File: config.mk
export PLATFORM = sky130hd
export DESIGN_NAME = utf8_stream_decoder_core
export DESIGN_NICKNAME = d
export VERILOG_FILES = /design/src/sv/usd_pkg.sv /design/src/sv/usd_ctrl.sv /design/src/sv/usd_dp.sv /design/src/sv/utf8_stream_decoder_core.sv
export SDC_FILE = /design/constraint.sdc
export NUM_CORES = 1
export LEC_CHECK = 0
export BUFFER_PORTS_ARGS = -buffer_cell sky130_fd_sc_hd__buf_2
export CAP_MARGIN = 10
export CORE_ASPECT_RATIO = 2
export CORE_UTILIZATION = 60
export CTS_CLUSTER_SIZE = 40
export DETAILED_ROUTE_END_ITERATION = 12
export GPL_TIMING_DRIVEN = 1
export PLACE_DENSITY = 0.79
export SYNTH_ARGS = -nofsm -noshare
export SYNTH_HDL_FRONTEND = slang
export SYNTH_HIERARCHICAL = 1
export SYNTH_SLANG_ARGS = --single-unit
File: constraint.sdc
create_clock -name clk_i -period 11.7 [get_ports clk_i]
set_input_delay 1.755 -clock clk_i [delete_from_list [all_inputs] [get_ports clk_i]]
set_output_delay 1.755 -clock clk_i [all_outputs]
set_load 0.02 [all_outputs]
File: src/sv/usd_pkg.sv
package usd_pkg;

  localparam int unsigned MAX_SEQ_LEN_DEF = 4;
  localparam int unsigned CODE_W          = 21;
  localparam int unsigned COUNT_W         = 3;

  localparam logic [7:0] LEAD_MIN  = 8'hC0;
  localparam logic [7:0] CONT_MASK = 8'hC0;
  localparam logic [7:0] CONT_TAG  = 8'h80;
  localparam logic [7:0] PAY_MASK  = 8'h3F;
  localparam logic [7:0] LEAD_MASK = 8'h7F;

  typedef struct packed {
    logic [7:0] data_byte;
    logic       end_of_stream;
  } in_item_t;

  typedef struct packed {
    logic [CODE_W-1:0]  code_point;
    logic [COUNT_W-1:0] byte_count;
    logic               last_of_run;
  } out_item_t;

  // Kind of the closing result of a transaction
  typedef enum logic [1:0] {
    FIN_NONE = 2'd0,
    FIN_RAW  = 2'd1,
    FIN_DEC  = 2'd2
  } fin_e;

  typedef enum logic [1:0] {
    ST_IDLE = 2'b01,
    ST_EMIT = 2'b10
  } usd_state_e;

  // controller -> datapath
  typedef struct packed {
    logic accept;
    logic step;
  } usd_cmd_t;

  // datapath -> controller
  typedef struct packed {
    logic multi;
    logic last_item;
    logic out_free;
  } usd_sts_t;

  // Count of leading one bits of a byte, 0..8
  function automatic logic [3:0] lead_ones(logic [7:0] b);
    logic [3:0] n;
    logic       run;
    n   = '0;
    run = 1'b1;
    for (int i = 7; i >= 0; i--) begin
      if (run && b[i]) begin
        n = n + 4'd1;
      end else begin
        run = 1'b0;
      end
    end
    return n;
  endfunction

endpackage

File: src/sv/usd_ctrl.sv
module usd_ctrl (
  input  logic            clk_i,
  input  logic            rst_ni,
  input  logic            in_valid_i,
  output logic            in_stall_o,
  input  usd_pkg::usd_sts_t sts_i,
  output usd_pkg::usd_cmd_t cmd_o
);
  import usd_pkg::*;

  usd_state_e state_q, state_d;

  assign in_stall_o = !((state_q == ST_IDLE) && sts_i.out_free);
  assign cmd_o.accept = in_valid_i && !in_stall_o;
  assign cmd_o.step   = (state_q == ST_EMIT) && sts_i.out_free;

  always_comb begin
    state_d = state_q;
    unique case (state_q)
      ST_IDLE: begin
        if (cmd_o.accept && sts_i.multi) state_d = ST_EMIT;
      end
      ST_EMIT: begin
        if (cmd_o.step && sts_i.last_item) state_d = ST_IDLE;
      end
      default: state_d = ST_IDLE;
    endcase
  end

  always_ff @(posedge clk_i or negedge rst_ni) begin
    if (!rst_ni) begin
      state_q <= ST_IDLE;
    end else begin
      state_q <= state_d;
    end
  end

endmodule

File: src/sv/usd_dp.sv
module usd_dp #(
  parameter int unsigned MAX_SEQ_LEN = usd_pkg::MAX_SEQ_LEN_DEF
) (
  input  logic               clk_i,
  input  logic               rst_ni,
  input  usd_pkg::usd_cmd_t  cmd_i,
  output usd_pkg::usd_sts_t  sts_o,
  input  usd_pkg::in_item_t  in_data_i,
  input  logic               out_stall_i,
  output logic               out_valid_o,
  output usd_pkg::out_item_t out_data_o
);
  import usd_pkg::*;

  localparam int unsigned CNT_W  = $clog2(MAX_SEQ_LEN + 1);
  localparam int unsigned HELD   = MAX_SEQ_LEN - 1;
  localparam int unsigned HIDX_W = (HELD > 1) ? $clog2(HELD) : 1;

  // sequence state
  logic [7:0]        lead_q, lead_d;
  logic [CNT_W-1:0]  exp_q, exp_d;
  logic [CNT_W-1:0]  bc_q, bc_d;
  logic [CODE_W-1:0] partial_q, partial_d;
  logic [7:0]        held_q [HELD];

  // per-transaction replay state
  logic [7:0]        byte_q;
  fin_e              fin_q;
  logic [CNT_W-1:0]  flush_n_q, total_q, idx_q;
  logic [CODE_W-1:0] dec_code_q;
  logic [CNT_W-1:0]  dec_cnt_q;

  logic              out_valid_q, out_valid_d;
  out_item_t         out_q, out_d;

  logic [7:0]        b;
  logic              last_b;
  logic [3:0]        ones;
  logic              pending, cont, complete, fresh_start, cont_path, flush, store;
  fin_e              fin;
  logic [CNT_W-1:0]  flush_n, total, wr_slot, rd_slot;
  logic [CODE_W-1:0] dec_code;

  assign b        = in_data_i.data_byte;
  assign last_b   = in_data_i.end_of_stream;
  assign ones     = lead_ones(b);
  assign pending  = (exp_q != '0);
  assign cont     = ((b & CONT_MASK) == CONT_TAG);
  assign complete = ({1'b0, bc_q} + {{CNT_W{1'b0}}, 1'b1}) >= {1'b0, exp_q};
  assign fresh_start = (b >= LEAD_MIN) && (ones <= 4'(MAX_SEQ_LEN)) && !last_b;
  assign cont_path   = pending && cont;
  assign flush       = pending && (!cont || (!complete && last_b));
  assign store       = cont_path && !complete && !last_b;
  assign dec_code    = {partial_q[CODE_W-7:0], b[5:0]};

  always_comb begin
    if (cont_path) begin
      if (complete)    fin = FIN_DEC;
      else if (last_b) fin = FIN_RAW;
      else             fin = FIN_NONE;
    end else begin
      fin = fresh_start ? FIN_NONE : FIN_RAW;
    end
  end

  assign flush_n = flush ? bc_q : '0;
  assign total   = flush_n + ((fin != FIN_NONE) ? CNT_W'(1) : CNT_W'(0));
  assign wr_slot = bc_q - CNT_W'(1);
  assign rd_slot = idx_q - CNT_W'(1);

  assign sts_o.multi     = (total > CNT_W'(1));
  assign sts_o.last_item = (idx_q == (total_q - CNT_W'(1)));
  assign sts_o.out_free  = !out_valid_q || !out_stall_i;

  // sequence state update on accept
  always_comb begin
    lead_d    = lead_q;
    exp_d     = exp_q;
    bc_d      = bc_q;
    partial_d = partial_q;
    if (cmd_i.accept) begin
      if (store) begin
        bc_d      = bc_q + CNT_W'(1);
        partial_d = dec_code;
      end else if (cont_path || !fresh_start) begin
        exp_d     = '0;
        bc_d      = '0;
        partial_d = '0;
      end else begin
        lead_d    = b;
        exp_d     = CNT_W'(ones);
        bc_d      = CNT_W'(1);
        partial_d = CODE_W'(b & (LEAD_MASK >> ones));
      end
    end
  end

  // output register load
  always_comb begin
    out_d       = out_q;
    out_valid_d = out_valid_q;
    if (!out_stall_i) out_valid_d = 1'b0;
    if (cmd_i.accept && (total != '0)) begin
      out_valid_d = 1'b1;
      if (flush_n != '0) begin
        out_d.code_point  = CODE_W'(lead_q);
        out_d.byte_count  = COUNT_W'(1);
        out_d.last_of_run = (total == CNT_W'(1));
      end else if (fin == FIN_DEC) begin
        out_d.code_point  = dec_code;
        out_d.byte_count  = COUNT_W'(exp_q);
        out_d.last_of_run = 1'b1;
      end else begin
        out_d.code_point  = CODE_W'(b);
        out_d.byte_count  = COUNT_W'(1);
        out_d.last_of_run = 1'b1;
      end
    end else if (cmd_i.step) begin
      out_valid_d       = 1'b1;
      out_d.last_of_run = sts_o.last_item;
      if (idx_q < flush_n_q) begin
        out_d.code_point = CODE_W'(held_q[rd_slot[HIDX_W-1:0]]);
        out_d.byte_count = COUNT_W'(1);
      end else if (fin_q == FIN_DEC) begin
        out_d.code_point = dec_code_q;
        out_d.byte_count = COUNT_W'(dec_cnt_q);
      end else begin
        out_d.code_point = CODE_W'(byte_q);
        out_d.byte_count = COUNT_W'(1);
      end
    end
  end

  always_ff @(posedge clk_i or negedge rst_ni) begin
    if (!rst_ni) begin
      lead_q      <= '0;
      exp_q       <= '0;
      bc_q        <= '0;
      partial_q   <= '0;
      out_valid_q <= 1'b0;
      fin_q       <= FIN_NONE;
      flush_n_q   <= '0;
      total_q     <= '0;
      idx_q       <= '0;
    end else begin
      lead_q      <= lead_d;
      exp_q       <= exp_d;
      bc_q        <= bc_d;
      partial_q   <= partial_d;
      out_valid_q <= out_valid_d;
      if (cmd_i.accept) begin
        fin_q     <= fin;
        flush_n_q <= flush_n;
        total_q   <= total;
        idx_q     <= CNT_W'(1);
      end else if (cmd_i.step) begin
        idx_q     <= idx_q + CNT_W'(1);
      end
    end
  end

  // payload registers
  always_ff @(posedge clk_i) begin
    out_q <= out_d;
    if (cmd_i.accept) begin
      byte_q     <= b;
      dec_code_q <= dec_code;
      dec_cnt_q  <= exp_q;
    end
  end

  // continuation holding store
  always_ff @(posedge clk_i) begin
    if (cmd_i.accept && store && (wr_slot < CNT_W'(HELD))) begin
      held_q[wr_slot[HIDX_W-1:0]] <= b;
    end
  end

  assign out_valid_o = out_valid_q;
  assign out_data_o  = out_q;

endmodule

File: src/sv/utf8_stream_decoder_core.sv
// UTF-8 stream decoder.
// Input channel (in_valid_i / in_stall_o / in_data_i): one text byte per
// transaction, with end_of_stream on the final byte of a buffer.
// Output channel (out_valid_o / out_stall_i / out_data_o): one code point per
// transaction with the number of stream bytes it covers; last_of_run marks the
// final result caused by an input byte. Some bytes (continuations still being
// collected, a fresh lead byte) cause no result at all.
// A result shows on the output in the cycle after its input transaction.
// Throughput: one byte per cycle while each byte causes at most one result
// and the receiver does not stall. A broken or unfinished sequence replays
// its lead and held continuations as raw bytes, one per cycle from the output
// register unless the receiver stalls; the input is stalled during the replay.
// Reset clears the pending sequence and the output valid flag; input is
// accepted as soon as reset is released. When the receiver stalls, the output
// register holds its transaction and the input is stalled as well.
module utf8_stream_decoder_core #(
  parameter int unsigned MAX_SEQ_LEN = usd_pkg::MAX_SEQ_LEN_DEF
) (
  input  logic               clk_i,
  input  logic               rst_ni,
  input  logic               in_valid_i,
  output logic               in_stall_o,
  input  usd_pkg::in_item_t  in_data_i,
  output logic               out_valid_o,
  input  logic               out_stall_i,
  output usd_pkg::out_item_t out_data_o
);
  import usd_pkg::*;

  usd_cmd_t cmd;
  usd_sts_t sts;

  // controller: accept / replay sequencing
  usd_ctrl u_ctrl (
    .clk_i      (clk_i),
    .rst_ni     (rst_ni),
    .in_valid_i (in_valid_i),
    .in_stall_o (in_stall_o),
    .sts_i      (sts),
    .cmd_o      (cmd)
  );

  // datapath: sequence state, held bytes, output register
  usd_dp #(
    .MAX_SEQ_LEN (MAX_SEQ_LEN)
  ) u_dp (
    .clk_i       (clk_i),
    .rst_ni      (rst_ni),
    .cmd_i       (cmd),
    .sts_o       (sts),
    .in_data_i   (in_data_i),
    .out_stall_i (out_stall_i),
    .out_valid_o (out_valid_o),
    .out_data_o  (out_data_o)
  );

endmodule

# Word level (Yosys, flattened, before mapping)

Memories as Yosys holds them, arrays and structs flattened.
Index checks and enable logic that the tools add are counted.
W data, S select, Z words.

Flip-flop bits (word level): 100
RAM bits: 24
Memories kept: 1

Add/subtract/negate cells: 14
$lt $le $gt $ge: 6
Equality and inequality tests: 10
Shifts and indexed selects: 1
Muxes and demuxes: 42
Bitwise logic cells: 3
Reductions and logical operators: 41

Memory list:

| memory      | words | width | read ports | clocked after memory_dff | write ports | line         | text |
|---|---|---|---|---|---|---|---|
| u_dp.held_q | 3     | 8     | 1          | 0                        | 1           | usd_dp.sv:24 | `logic [7:0] held_q [HELD];` |

Operator list:

| cell                   | count |
|---|---|
| $mux W25               | 4 |
| $mux W24               | 2 |
| $mux W15               | 2 |
| $add A4 B1 Y4 const B  | 7 |
| $mux W4                | 7 |
| $logic_and A1 B1 Y1    | 22 |
| $mux W1                | 17 |
| $and A8 B15 Y15        | 1 |
| $mux W3                | 5 |
| $shr A7 B4 Y15 const A | 1 |
| $reduce_bool A3 Y1     | 3 |
| $eq A2 B2 Y1 const B   | 4 |
| $ge A8 B8 Y1 const B   | 1 |
| $mux W2                | 4 |
| $logic_not A1 Y1       | 7 |
| $add A3 B1 Y3 const B  | 2 |
| $reduce_bool A2 Y1     | 3 |
| $sub A3 B1 Y3 const B  | 2 |
| $add A3 B1 Y4 const B  | 1 |
| $ge A4 B3 Y1           | 1 |
| $le A4 B3 Y1 const B   | 1 |
| $ne A2 B2 Y1 const B   | 2 |
| $pmux W2 S2            | 1 |
| $reduce_and A2 Y1      | 2 |
| other kinds (12)       | 15 |

# Depth between registers and ports, before layout

Depth after elaboration: 27
Mapped depth: 32
Depth with buffers taken out: 30

# By module

The synthesis kept the hierarchy.

By module, submodules not included:

| module   | instances | cells each | area an instance (µm²) | seq. area each (µm²) |
|---|---|---|---|---|
| usd_dp   | 1         | 476        | 5,756.8                | 3,278.1 |
| usd_ctrl | 1         | 9          | 105.1                  | 51.3 |

# Worst setup path before layout

No wires, ideal clock.

Path kind: input port to flip-flop
Start point: input in_data_i[8] (netlist bit)
End point: register u_dp.out_q, in the netlist u_dp/out_data_o[0] (enable)
Arrival time: 8.398 ns
Data required time: 11.314 ns
Setup slack: 2.916 ns
Cell stages on the path: 30
Buffers on the path: 1
Cell sequence: nor2b_1 clkbuf_1 ha_1 o21a_1 ha_1 mux2i_1 a21oi_1 ha_1 mux2i_1 nand2_1 o21ai_0 a21oi_1 ha_1 mux2i_1 a221oi_1 ha_1 mux2_2 ha_1 and3_1 or4b_1 o2bb2ai_1 a21oi_1 or2_2 ha_1 ha_1 nor2_1 and3_1 o31ai_4 nand2_2 nand2b_1

Cells in the longest elaborated chain, start to end: 26
Elaborated cells on any way between the ends: 47
Classes of those cells: add/sub (8); order compare (2); eq/ne (1); mux (19); reduce/logical (17)

RTL lines:

| what                                                 | line                           | text |
|---|---|---|
| start: declaration                                   | utf8_stream_decoder_core.sv:23 | `input usd_pkg::in_item_t in_data_i,` |
| $mux W1                                              | usd_pkg.sv:56                  | `if (run && b[i]) begin` |
| $add A4 B1 Y4 or $logic_and A1 B1 Y1 (tied branches) | usd_pkg.sv:57, usd_pkg.sv:56   |  |
| $mux W4 or $mux W1 (tied branches)                   | usd_pkg.sv:56                  |  |
| $add A4 B1 Y4 or $logic_and A1 B1 Y1 (tied branches) | usd_pkg.sv:57, usd_pkg.sv:56   |  |
| $mux W4 or $mux W1 (tied branches)                   | usd_pkg.sv:56                  |  |
| $add A4 B1 Y4 or $logic_and A1 B1 Y1 (tied branches) | usd_pkg.sv:57, usd_pkg.sv:56   |  |
| $mux W4 or $mux W1 (tied branches)                   | usd_pkg.sv:56                  |  |
| $add A4 B1 Y4 or $logic_and A1 B1 Y1 (tied branches) | usd_pkg.sv:57, usd_pkg.sv:56   |  |
| (+11 left out)                                       | n/a                            |  |
| $mux W2                                              | usd_dp.sv:57                   | `if (cont_path) begin` |
| $reduce_bool A2 Y1                                   | usd_dp.sv:67                   | `assign total = flush_n + ((fin != FIN_NONE) ? CNT_W'(1) : CNT_W'(0));` |
| $mux W1                                              | usd_dp.sv:67                   |  |
| $add A3 B3 Y3 *                                      | usd_dp.sv:67                   |  |
| net u_dp.total[1]                                    | usd_dp.sv:41                   | `logic [CNT_W-1:0] flush_n, total, wr_slot, rd_slot;` |
| $reduce_bool A3 Y1 *                                 | usd_dp.sv:103                  | `if (cmd_i.accept && (total != '0)) begin` |
| $logic_and A1 B1 Y1 *                                | usd_dp.sv:103                  |  |
| $reduce_bool A2 Y1 (no line) *                       | n/a                            |  |
| end signal: assignment                               | usd_dp.sv:164                  | `out_q <= out_d;` |
| end: declaration                                     | usd_dp.sv:34                   | `out_item_t out_q, out_d;` |

The timed path passes the listed nets; every way through them passes the cells marked *.
A chain may end at the register's enable or synchronous reset.

# Final worst setup path

Start point: input in_data_i[8] (netlist bit)
End point: register u_dp.out_q, in the netlist u_dp/out_data_o[2] (enable)

The elaborated chain is that of the path after synthesis.

==> results.cfg <==
[global_routing]
grtUsageTotal_pct = 29.03
grt_pass1_vias = 4377
grt_pass1_wl_mm = 21.85
grt_max_degree = 79
antenna_found_initial = 0
overflow = 0

[drt]
via_count = 4200
vias_per_cell = 6.316
wl_per_cell_um = 20.51
wl_mm = 13.64
firstDrtPassIters = 5
ant_nets = 0
drc = 0
drt_iter0_drc = 342

[clock_network]
cts_hold_buf = 0
clk_latency_ns = 0.41
post_cts_buffers = 0
htreeDepth = 4
cts_buffer_depth = 2
cts_tree = yes
cts_sinks = 118
cts.repair.resized = 0
root_buffer = clkbuf_16
cts.clk_slew.worst_paths_ns = 0.05
cts-buffers-inserted = 17

[cells_and_area]
postLayoutCoreUtil_pct = 71.43
drive_gt1_share_pct = 16.45
multi_input_area_um2 = 2337
area_delta_synth_final_pct = 15.11
design_area_um2 = 6748
n_fill_cell = 628
diodes = 0
instances_no_fill = 665
fin_nets = 555
seqCellArea_um2 = 3329

[die]
fp.coreArea_um2 = 9447
io_pins = 40
rows = 50
die_x_um = 71.89
initial_core_util_pct = 62.05
dieArea_um2 = 10190
die_y_um = 141.8

[placement]
dp_cells = 633
place_area_um2 = 6122
post-place-ws_ns = 1.293
dp_hpwl_mm = 9.272
gp_congestion = 0.9559
port_buffers = 39

[synth]
synth_seq_area_share_pct = 56.80
ys_ff_latch = 118
synth_edf_count = 75
synth_nets = 518
synth_flop_cell = edfxtp_1
synth_cells = 485
ys_types = 60
syn-cell-area_um2 = 5862
syn_area_per_cell_um2 = 12.09
ys_warn_count = 6
async_reset_ff_share_pct = 36.44

[sta]
rsz0062_at_grt = no
finClkSkew_ns = 0.01416
setup_violations = 0
fin_crit_sh_pct = 87.47
max_freq_ghz = 0.09771
tns_ns = 0
slew-limit-headroom_pct = 17.49
drv_slew = 0
hold_viol = 0
min_period_ns = 10.23
fin_ws_ns = 1.466
tightest_slew_ns = 1.238

[power_and_ir_drop]
ir_drop_uv = 173.8
p_per_area_nw_per_um2 = 172.7
p_seq_share_pct = 42.6
p_leak_nw = 2.735
netSwitchingFraction_pct = 24.52
pwr-share-clk_pct = 46.9
power.switching_mw = 0.2858
p_comb_share_pct = 10.6
p_int_mw = 0.8797

[setup_path]
arrival_ns = 10.24
critPathLaunchType = input pin
cp.buffers_inverters = 1
path_class = in2reg
cp.required_ns = 11.71
cpMostUsedCell = ha_1
cp_top_family = simple AND/OR/NAND/NOR gates
max_stage_delay_ns = 0.98
path_max_fanout = 25
slowest_stage = nand2b_1
worstSetupEndpointType = flip-flop

[run_status]
status = finished clean

[job]
cap_violations = 0

[hold_path]
hold_class = reg2reg
-- layout make-up --
cell class | instances | share of cell area, %
Multi-Input combinational cell | 322 | 34.64
Clock buffer | 18 | 6.360
Clock inverter | 14 | 2.911
Timing Repair Buffer | 41 | 3.115
Tap cell | 130 | 2.411
Inverter | 22 | 1.224
Sequential cell | 118 | 49.34
-- kinds of logic (layout without fill, tap and decap cells) --
group                    after synthesis  in the layout  share of synthesized area, %
flip-flops                           118            118                         56.80
multiplexers                          40             40                         6.937
adder cells (fa/ha/maj)               20             20                         4.269
AO/OA/AOI/OAI                        119            119                         15.56
buffers and inverters                 45             95                         3.330
AND/OR/NAND/NOR                      133            133                         11.61
XOR/XNOR                              10             10                         1.494
-- final timing paths --
kind                            slack (ns)                  to            from  depth (start not counted)
worst max-delay path                  1.47  u_dp/out_data_o[2]    in_data_i[8]                         30
worst min-delay path                  0.48      u_dp/lead_q[6]  u_dp/lead_q[6]                          1
worst max register to register        6.11  u_dp/out_data_o[2]    u_dp/bc_q[0]                         14
worst min register to register        0.48      u_dp/lead_q[6]  u_dp/lead_q[6]                          1
max in group asynchronous             9.56  u_dp/partial_q[13]          rst_ni                          1
min in group asynchronous             1.52        u_dp/bc_q[0]          rst_ni                          1
-- cells in the mapped netlist (3+ instances only) --
cell type,n,area share [%]
nand2_1,37,2.4
a21o_1,3,0.38
a22o_1,16,2.4
nand2b_1,6,0.64
o2111ai_1,4,0.60
buf_2,6,0.51
a21boi_0,5,0.64
or3_1,4,0.43
o21ai_0,18,1.5
nand3_1,10,0.85
and3b_1,3,0.45
nor3_1,9,0.77
nor2_1,27,1.7
mux2_2,5,0.96
a21oi_1,23,2.0
dfrtp_1,42,18
and2_1,11,1.2
nor2b_1,6,0.64
ha_1,20,4.3
a31oi_1,4,0.43
o2bb2ai_1,14,2.1
and3_1,5,0.53
nand3b_1,3,0.38
o211a_1,4,0.68
nand4_1,4,0.43
clkbuf_1,13,0.83
mux2i_1,35,6.0
inv_1,22,1.4
edfxtp_1,75,38
xnor2_1,8,1.2
o22ai_1,4,0.43
-- metal layers --
layer	GRT usage, %	up-vias	part of all wire, %
met1	29.79	2025	36
met2	49.55	211	52
met4	22.19	0	6.5
met3	7.173	70	5.4
li1	-	1894	-
met5	0	-	0
-- stage by stage --
stage | power (mW) | hold WS, ns
final | 1.165 | 0.4786
after detailed placement | 0.6237 | 0.4559
after global routing | 1.203 | 0.4870
after global placement | 0.6174 | 0.4543
after floorplan | 0.5830 | 0.4288
after CTS | 1.171 | 0.4681
-- state kept, by name, indices dropped and copies added, names as in the netlist --
signal / cells
u_dp/exp_q: 3
u_dp/out_data_o: 25
u_dp/out_valid_o: 1
u_dp/held_q: 24
u_dp/lead_q: 8
u_dp/fin_q: 2
u_dp/dec_cnt_q: 3
u_dp/bc_q: 3
u_dp/total_q: 3
u_dp/idx_q: 3
u_ctrl/state_q: 2
u_dp/dec_code_q: 15
u_dp/flush_n_q: 3
u_dp/partial_q: 15
u_dp/byte_q: 8
-- cells in the final DEF (no fill, tap or decap), types with 8 or more instances in the layout --
cell,instances
a21oi_1,23
a22o_1,16
and2_1,11
buf_2,39
clkbuf_16,17
dfrtp_1,42
edfxtp_1,75
ha_1,20
inv_1,22
mux2i_1,35
nand2_1,37
nand3_1,10
nor2_1,27
nor3_1,9
o21ai_0,18
o2bb2ai_1,14
xnor2_1,8
-- power by group through the flow --
stage	Combinational [mW]	Sequential, mW	Clock, mW
CTS	0.122	0.496	0.554
finish	0.123	0.496	0.546
global placement	0.116	0.502	0
global route	0.134	0.499	0.571
floorplan	0.0737	0.509	0
detailed placement	0.120	0.503	0
-- worst register-to-register path: cells and delay by family, from the launching register on --
kind	cells	cell delay (ns)
simple gates	5	1.85
flops	1	0.52
compound gates	4	1.67
fa+ha+maj	4	1.01
buf+inv	1	0.14
(Power assumes the default switching activity.)
